**src/sv/lpw_pkg.sv**
```systemverilog
`timescale 1ns / 1ps

package lpw_pkg;

  localparam int PANEL_WIDTH_DEF  = 128;
  localparam int PANEL_HEIGHT_DEF = 128;

  localparam int S_DATA_W = 48;
  localparam int M_DATA_W = 40;

  localparam logic OP_WINDOW = 1'b0;
  localparam logic OP_PIXEL  = 1'b1;

  localparam logic [1:0] ORIENT_NORMAL  = 2'd0;
  localparam logic [1:0] ORIENT_FLIPPED = 2'd1;
  localparam logic [1:0] ORIENT_ROTATED = 2'd2;

  // One classified command as it waits between the front and the back.
  typedef struct packed {
    logic        is_pixel;
    logic [7:0]  left;
    logic [7:0]  top;
    logic [7:0]  right;
    logic [7:0]  bottom;
    logic [15:0] pixel;
  } q_item_t;

endpackage

```
**src/sv/lpw_front.sv**
```systemverilog
`timescale 1ns / 1ps

module lpw_front (
  input  logic                            clk,
  input  logic                            rst,
  input  logic                            s_tvalid,
  output logic                            s_tready,
  input  logic [lpw_pkg::S_DATA_W-1:0]    s_tdata,
  input  logic                            s_tuser,
  output logic                            push,
  input  logic                            q_full,
  output lpw_pkg::q_item_t                item
);

  logic             valid;
  lpw_pkg::q_item_t item_next;

  assign push     = valid && !q_full;
  assign s_tready = !valid || !q_full;

  // The right and bottom edges are formed here so the back only compares.
  always_comb begin
    item_next.is_pixel = (s_tuser == lpw_pkg::OP_PIXEL);
    item_next.left     = s_tdata[7:0];
    item_next.top      = s_tdata[15:8];
    item_next.right    = s_tdata[7:0] + s_tdata[23:16];
    item_next.bottom   = s_tdata[15:8] + s_tdata[31:24];
    item_next.pixel    = s_tdata[47:32];
  end

  always_ff @(posedge clk) begin
    if (rst) begin
      valid <= 1'b0;
    end else if (s_tvalid && s_tready) begin
      valid <= 1'b1;
    end else if (push) begin
      valid <= 1'b0;
    end
  end

  always_ff @(posedge clk) begin
    if (s_tvalid && s_tready) begin
      item <= item_next;
    end
  end

endmodule

```
**src/sv/lpw_queue.sv**
```systemverilog
`timescale 1ns / 1ps

module lpw_queue (
  input  logic             clk,
  input  logic             rst,
  input  logic             push,
  input  lpw_pkg::q_item_t push_item,
  output logic             full,
  input  logic             pop,
  output logic             q_valid,
  output lpw_pkg::q_item_t pop_item
);

  lpw_pkg::q_item_t mem [2];
  logic             wr_ptr;
  logic             rd_ptr;
  logic [1:0]       count;

  assign full     = (count == 2'd2);
  assign q_valid  = (count != 2'd0);
  assign pop_item = mem[rd_ptr];

  always_ff @(posedge clk) begin
    if (rst) begin
      wr_ptr <= 1'b0;
      rd_ptr <= 1'b0;
      count  <= 2'd0;
    end else begin
      if (push) begin
        wr_ptr <= ~wr_ptr;
      end
      if (pop) begin
        rd_ptr <= ~rd_ptr;
      end
      if (push && !pop) begin
        count <= count + 2'd1;
      end else if (pop && !push) begin
        count <= count - 2'd1;
      end
    end
  end

  always_ff @(posedge clk) begin
    if (push) begin
      mem[wr_ptr] <= push_item;
    end
  end

endmodule

```
**src/sv/lpw_back.sv**
```systemverilog
`timescale 1ns / 1ps

module lpw_back #(
  parameter int PANEL_WIDTH  = lpw_pkg::PANEL_WIDTH_DEF,
  parameter int PANEL_HEIGHT = lpw_pkg::PANEL_HEIGHT_DEF
) (
  input  logic                         clk,
  input  logic                         rst,
  input  logic                         cfg_we,
  input  logic [1:0]                   cfg_wdata,
  input  logic                         q_valid,
  input  lpw_pkg::q_item_t             item,
  output logic                         pop,
  output logic                         m_tvalid,
  input  logic                         m_tready,
  output logic [lpw_pkg::M_DATA_W-1:0] m_tdata
);

  localparam logic [9:0] PANEL_W = 10'(PANEL_WIDTH);
  localparam logic [9:0] PANEL_H = 10'(PANEL_HEIGHT);

  logic [1:0]        orient;
  logic [7:0]        left_edge;
  logic [7:0]        top_edge;
  logic [7:0]        right_edge;
  logic [7:0]        bottom_edge;
  logic signed [9:0] cursor_col;
  logic signed [9:0] cursor_row;

  logic signed [9:0] cursor_col_next;
  logic signed [9:0] cursor_row_next;
  logic signed [9:0] lft;
  logic signed [9:0] tp;
  logic signed [9:0] rgt;
  logic signed [9:0] bot;
  logic              in_win;
  logic              in_panel;
  logic              emit;
  logic              out_free;

  assign lft = signed'({2'b00, left_edge});
  assign tp  = signed'({2'b00, top_edge});
  assign rgt = signed'({2'b00, right_edge});
  assign bot = signed'({2'b00, bottom_edge});

  assign in_win   = (cursor_col >= lft) && (cursor_col <= rgt) &&
                    (cursor_row >= tp) && (cursor_row <= bot);
  // Inside the window both coordinates are non-negative.
  assign in_panel = ($unsigned(cursor_col) < PANEL_W) && ($unsigned(cursor_row) < PANEL_H);
  assign emit     = item.is_pixel && in_win && in_panel;
  assign out_free = !m_tvalid || m_tready;
  assign pop      = q_valid && (!emit || out_free);

  always_comb begin
    cursor_col_next = cursor_col;
    cursor_row_next = cursor_row;
    case (orient)
      lpw_pkg::ORIENT_ROTATED: begin
        cursor_row_next = cursor_row - 10'sd1;
        if (cursor_row_next < tp) begin
          cursor_row_next = bot;
          cursor_col_next = cursor_col + 10'sd1;
        end
      end
      lpw_pkg::ORIENT_FLIPPED: begin
        cursor_col_next = cursor_col - 10'sd1;
        if (cursor_col_next < lft) begin
          cursor_col_next = rgt;
          cursor_row_next = cursor_row - 10'sd1;
        end
      end
      default: begin
        cursor_col_next = cursor_col + 10'sd1;
        if (cursor_col_next > rgt) begin
          cursor_col_next = lft;
          cursor_row_next = cursor_row + 10'sd1;
        end
      end
    endcase
  end

  always_ff @(posedge clk) begin
    if (rst) begin
      orient      <= lpw_pkg::ORIENT_NORMAL;
      left_edge   <= '0;
      top_edge    <= '0;
      right_edge  <= '0;
      bottom_edge <= '0;
      cursor_col  <= '0;
      cursor_row  <= '0;
      m_tvalid    <= 1'b0;
    end else begin
      if (cfg_we) begin
        orient <= cfg_wdata;
      end
      if (pop && !item.is_pixel) begin
        left_edge   <= item.left;
        top_edge    <= item.top;
        right_edge  <= item.right;
        bottom_edge <= item.bottom;
        case (orient)
          lpw_pkg::ORIENT_ROTATED: begin
            cursor_col <= signed'({2'b00, item.left});
            cursor_row <= signed'({2'b00, item.bottom});
          end
          lpw_pkg::ORIENT_FLIPPED: begin
            cursor_col <= signed'({2'b00, item.right});
            cursor_row <= signed'({2'b00, item.bottom});
          end
          default: begin
            cursor_col <= signed'({2'b00, item.left});
            cursor_row <= signed'({2'b00, item.top});
          end
        endcase
      end else if (pop && emit) begin
        cursor_col <= cursor_col_next;
        cursor_row <= cursor_row_next;
      end
      if (pop && emit) begin
        m_tvalid <= 1'b1;
      end else if (m_tready) begin
        m_tvalid <= 1'b0;
      end
    end
  end

  always_ff @(posedge clk) begin
    if (pop && emit) begin
      m_tdata <= {item.pixel[4:0], 3'b000,
                  item.pixel[10:5], 2'b00,
                  item.pixel[15:11], 3'b000,
                  cursor_row[7:0],
                  cursor_col[7:0]};
    end
  end

endmodule

```
**src/sv/lcd_window_pixel_writer.sv**
```systemverilog
`timescale 1ns / 1ps

// Window pixel writer: a set-window transaction (tuser 0) loads a rectangle and puts the
// cursor at the start corner for the scan orientation; each pixel transaction (tuser 1)
// yields one frame-store write at the cursor with the RGB565 color widened to 8 bits per
// channel, then moves the cursor in scan order. Pixels whose cursor falls outside the
// window or the panel produce no output and leave the cursor where it is. One transaction
// is accepted per clock in steady state while the output does not stall; the cursor
// update in the back stage is the loop that sets this rate. An accepted pixel loads the
// input register, then moves into the two-entry queue, and from there into the output
// register, after which its write is shown on the master side. The user must write the
// orientation register only while the block is idle; the block does not enforce this.
module lcd_window_pixel_writer #(
  parameter int PANEL_WIDTH  = lpw_pkg::PANEL_WIDTH_DEF,
  parameter int PANEL_HEIGHT = lpw_pkg::PANEL_HEIGHT_DEF
) (
  input  logic                         clk,
  input  logic                         rst,
  input  logic                         cfg_we,
  input  logic [1:0]                   cfg_wdata,
  input  logic                         s_tvalid,
  output logic                         s_tready,
  // win_x[7:0], win_y[15:8], win_width[23:16], win_height[31:24], pixel_rgb565[47:32]
  input  logic [lpw_pkg::S_DATA_W-1:0] s_tdata,
  // opcode[0]
  input  logic                         s_tuser,
  output logic                         m_tvalid,
  input  logic                         m_tready,
  // column[7:0], row[15:8], red8[23:16], green8[31:24], blue8[39:32]
  output logic [lpw_pkg::M_DATA_W-1:0] m_tdata
);

  logic             push;
  logic             q_full;
  logic             q_valid;
  logic             pop;
  lpw_pkg::q_item_t front_item;
  lpw_pkg::q_item_t back_item;

  lpw_front u_front (
    .clk      (clk),
    .rst      (rst),
    .s_tvalid (s_tvalid),
    .s_tready (s_tready),
    .s_tdata  (s_tdata),
    .s_tuser  (s_tuser),
    .push     (push),
    .q_full   (q_full),
    .item     (front_item)
  );

  lpw_queue u_queue (
    .clk       (clk),
    .rst       (rst),
    .push      (push),
    .push_item (front_item),
    .full      (q_full),
    .pop       (pop),
    .q_valid   (q_valid),
    .pop_item  (back_item)
  );

  lpw_back #(
    .PANEL_WIDTH  (PANEL_WIDTH),
    .PANEL_HEIGHT (PANEL_HEIGHT)
  ) u_back (
    .clk       (clk),
    .rst       (rst),
    .cfg_we    (cfg_we),
    .cfg_wdata (cfg_wdata),
    .q_valid   (q_valid),
    .item      (back_item),
    .pop       (pop),
    .m_tvalid  (m_tvalid),
    .m_tready  (m_tready),
    .m_tdata   (m_tdata)
  );

endmodule

```
**config.mk**
```make
export PLATFORM = sky130hd
export DESIGN_NAME = lcd_window_pixel_writer
export DESIGN_NICKNAME = d
export VERILOG_FILES = /design/src/sv/lpw_pkg.sv /design/src/sv/lpw_front.sv /design/src/sv/lpw_queue.sv /design/src/sv/lpw_back.sv /design/src/sv/lcd_window_pixel_writer.sv
export SDC_FILE = /design/constraint.sdc
export NUM_CORES = 1
export LEC_CHECK = 0
export BUFFER_PORTS_ARGS = -buffer_cell sky130_fd_sc_hd__buf_2
export CORE_MARGIN = 1.5
export CORE_UTILIZATION = 50
export CTS_CLUSTER_DIAMETER = 40
export DETAILED_ROUTE_END_ITERATION = 16
export PLACE_DENSITY = 0.65
export SLEW_MARGIN = 25
export SYNTH_ARGS = -nofsm -noshare
export SYNTH_HDL_FRONTEND = slang
export SYNTH_SLANG_ARGS = --single-unit
```
**constraint.sdc**
```tcl
create_clock -name clk -period 13.4 [get_ports clk]
set_input_delay 0.67 -clock clk [delete_from_list [all_inputs] [get_ports clk]]
set_output_delay 0.67 -clock clk [all_outputs]
set_load 0.1 [all_outputs]
```
==> results by group <==
STA
  • Max Clk Rate: 206.3 MHz
  • Tmin final: 4.846 ns
  • Endpoints failing setup: 0
  • Worst-case clock skew: 0.02254 ns
  • Post-route clock period utilization: 36.17%
  • RSZ-0062 raised after global routing: no
  • Slew @ Worst Pin: 0.8666 ns
  • Slew HR: 42.22%
  • Final Hold Fails: 0
  • Setup_tns: 0 ns
  • Slew Limit Fails: 0

Clock tree
  • Total CTS buffers: 36
  • Worst-Skew Late Latency: 0.51 ns
  • H-tree depth: 2
  • Clk sinks: 240
  • Maximum root-to-sink buffer count: 3
  • Clock root buffer: clkbuf_16
  • # Post-CTS Setup Buffers: 0
  • Post-CTS Hold Buffers: 0
  • Post-CTS Resized: 0
  • CTS tree: built
  • Clock slew at reported path FFs: 0.05 ns

Place
  • Post-DP HPWL: 17750 um
  • Number of port buffers: 89
  • Final GP Congestion: 0.9025

Worst setup path
  • Crit Path Class: reg -> reg
  • Worst path top cell family by delay: compound AO/OA/AOI/OAI gates
  • Data arrival time of the critical path: approximately 5.2 ns
  • Crit-path cells: inv_1 > ha_1 > inv_1 > ha_1 > nor2b_1 > o21a_1 > o21a_1 > o21a_1 > o21ai_0 > nand2b_1 > a311oi_1 > ha_1 > nor2b_1 > nor3_1 > nand4_1 > a2111oi_0 > a2111oi_0
  • Crit path largest cell delay: 0.65 ns
  • Startpoint Class: flip-flop
  • Buf/Inv on CP: 2
  • Crit end category: flip-flop
  • Crit path required time: 13.72 ns
  • CP max FO: 16
  • Crit path max-delay cell type: nand4_1

Synth
  • EDFF count, synth: 179
  • Synth Register Bits: 240
  • Sequential fraction of the synthesis area: 55.47%
  • Asr flop ratio synth: 0%
  • Mapped Area: 11890 um2
  • Largest area contributor in the netlist: edfxtp_1
  • Most common flop cell mapped by yosys: edfxtp_1
  • Synth top area share: 45.20%
  • Synthesis warning total: 0
  • Synth Instances: 956
  • Synth top area cells: edfxtp_1 (45%), dfxtp_1 (10%), ha_1 (8.3%)
  • Avg Cell Area, Syn: 12.44 um2
  • Cell variety after synth: a little over 70

Floorplanning
  • # rows: 56
  • Die Wd: approximately 160 um
  • I/O pins: 98
  • Starting Density: approximately half
  • Die footprint: between 20000 and 25000 um2
  • Die H: 157.2 um
  • Core ar.: 23400 um2

Routing
  • Drt total wl: between 20000 and 30000 um
  • Drt wl/cell: approximately 18 um
  • First DRT Iteration DRCs: 553
  • DRC Markers: 0
  • Vias/cell: approximately 5.6
  • Vias: 7758
  • Detail Route Antenna Nets: 0
  • Drt first pass iters: 7

Cells and area
  • Core occupancy in the finished layout: 58.66%
  • Register area: ~6600 um2
  • # nets final: about 1200
  • Fill cells: 1957
  • Ant diodes: 0
  • Area of the multi-input gates: approximately 4800 um2
  • Share of cells above drive strength 1: 20.09%
  • Area growth from synthesis to layout: 15.45%

Status
  • Status: finished clean

Power and ir drop
  • VDD IR max: 0.0001439 V
  • LEAKAGE: 5.100 nW
  • Pwr Density: 243.1 nW/um2

Min path
  • Hold Crit Class: in -> reg

GRT
  • Initial antenna violation count: 0
  • Largest net degree at the start of global routing: 75
  • Global router's overall resource usage: 21.37%
  • Vias in the first global route: 7407
  • First-pass GRT wire length: around 41000 um
  • Congestion Overflow GR: 0

Flow run
  • Max-capacitance violation count: 0
[routing by layer]
layer,vias to the layer above,routed length (um),track usage (%),share of wire (%)
met3,56,1801,4.763,7.1
met1,3675,12160,32.24,48
li1,3782,-,-,-
met5,-,0,0,0
met2,245,10850,30.56,43
met4,0,657,6.559,2.6
[where the power goes]
group | total [mW] | internal (mW) | switching, mW
sequential | 1.07 | 0.939 | 0.130
combinational | 1.38 | 0.543 | 0.832
clock | 0.893 | 0.563 | 0.330
total | 3.34 | 2.05 | 1.29
[sequential cells by signal (all words and copies together) (netlist names), named ones only]
register,count
u_queue.mem,98
u_front.item,49
u_back.m_tdata,32
u_back.cursor_col,10
u_back.cursor_row,10
u_back.bottom_edge,8
u_back.left_edge,8
u_back.right_edge,8
u_back.top_edge,8
u_back.orient,2
u_queue.count,2
u_back.m_tvalid,1
u_front.valid,1
u_queue.rd_ptr,1
u_queue.wr_ptr,1
[cells by family (layout without fill, tap and decap cells)]
| logic type | Yosys count | count (layout) | synth area share (%) |
|---|---|---|---|
| mux | 76 | 76 | 8.239 |
| xor+xnor | 42 | 42 | 3.157 |
| flops | 240 | 240 | 55.47 |
| buf+inv | 116 | 223 | 4.419 |
| simple gates | 210 | 210 | 8.817 |
| compound gates | 190 | 190 | 11.22 |
| fa+ha+maj | 81 | 81 | 8.649 |
| other cells | 1 | 8 | 0.03154 |
[layout make-up]
class / instances / share of cell area (%)
repair buffers: 99 / 3.791
multi-input cells: 607 / 35.10
clock buffers: 42 / 6.799
well taps: 319 / 2.907
inverters: 60 / 1.641
flip-flops and latches: 240 / 48.08
clock inverters: 22 / 1.686
[per-stage QoR]
step	setup slack, ns	hold slack (ns)	power (mW)	instances	cell area [um2]
after global routing	8.205	0.3219	3.562	1389	13730
after CTS	8.611	0.3194	3.348	1389	13730
after floorplan	9.185	0.4215	2.121	963	11920
after detailed placement	8.692	0.4338	2.443	1325	12560
final	8.554	0.3355	3.338	1389	13730
after global placement	8.860	0.4219	2.421	1325	12560
[synthesized netlist by cell type, types with 4 or more instances]
library cell  instances
a211oi_1             40
o21a_1               13
mux4_2               13
or3_1                 5
or2_2                 5
nand3_1              16
buf_4                12
a2111oi_0             8
xor2_1               15
nor3_1               13
nor2_1               74
nand2_1              38
o31ai_1               4
a22oi_1               4
edfxtp_1            179
inv_1                60
dfxtp_1              61
a21oi_1              33
mux2_2               21
o21bai_1              4
nor2b_1              12
a211o_1               4
nor4_1                6
mux2i_1              40
buf_1                 7
clkbuf_1             23
buf_6                 4
o21ai_0              27
a31o_2                4
xnor2_1              26
a21o_1                6
nand4_1              12
ha_1                 79
and4_1                6
nand2b_1              6
buf_2                 9
nand3b_1              4
o211ai_1              7
[layout by cell type (no fill, tap or decap), types with 8 or more instances in the layout]
cell,count
nor2b_1,11
buf_2,89
ha_1,79
nand4_1,12
a211oi_1,40
mux4_2,13
nor3_1,12
conb_1,8
mux2_2,21
xor2_1,15
buf_4,10
a2111oi_0,8
o21ai_0,27
nand3_1,16
edfxtp_1,179
o21a_1,13
inv_1,60
clkbuf_16,36
dfxtp_1,60
nor2_1,73
mux2i_1,40
nand2_1,38
a21oi_1,33
xnor2_1,26
[worst paths after layout]
path / cells after the start / slack (ns) / from / endpoint
worst max-delay path: 17 / 8.55 / u_back.cursor_row[0] / u_back.cursor_col[3]
worst min-delay path: 1 / 0.34 / s_tuser / u_front.item[48]
worst max register to register: 17 / 8.55 / u_back.cursor_row[0] / u_back.cursor_col[3]
worst min register to register: 0 / 0.44 / u_front.item[40] / u_queue.mem[0][40]
(Power assumes the default switching activity.)
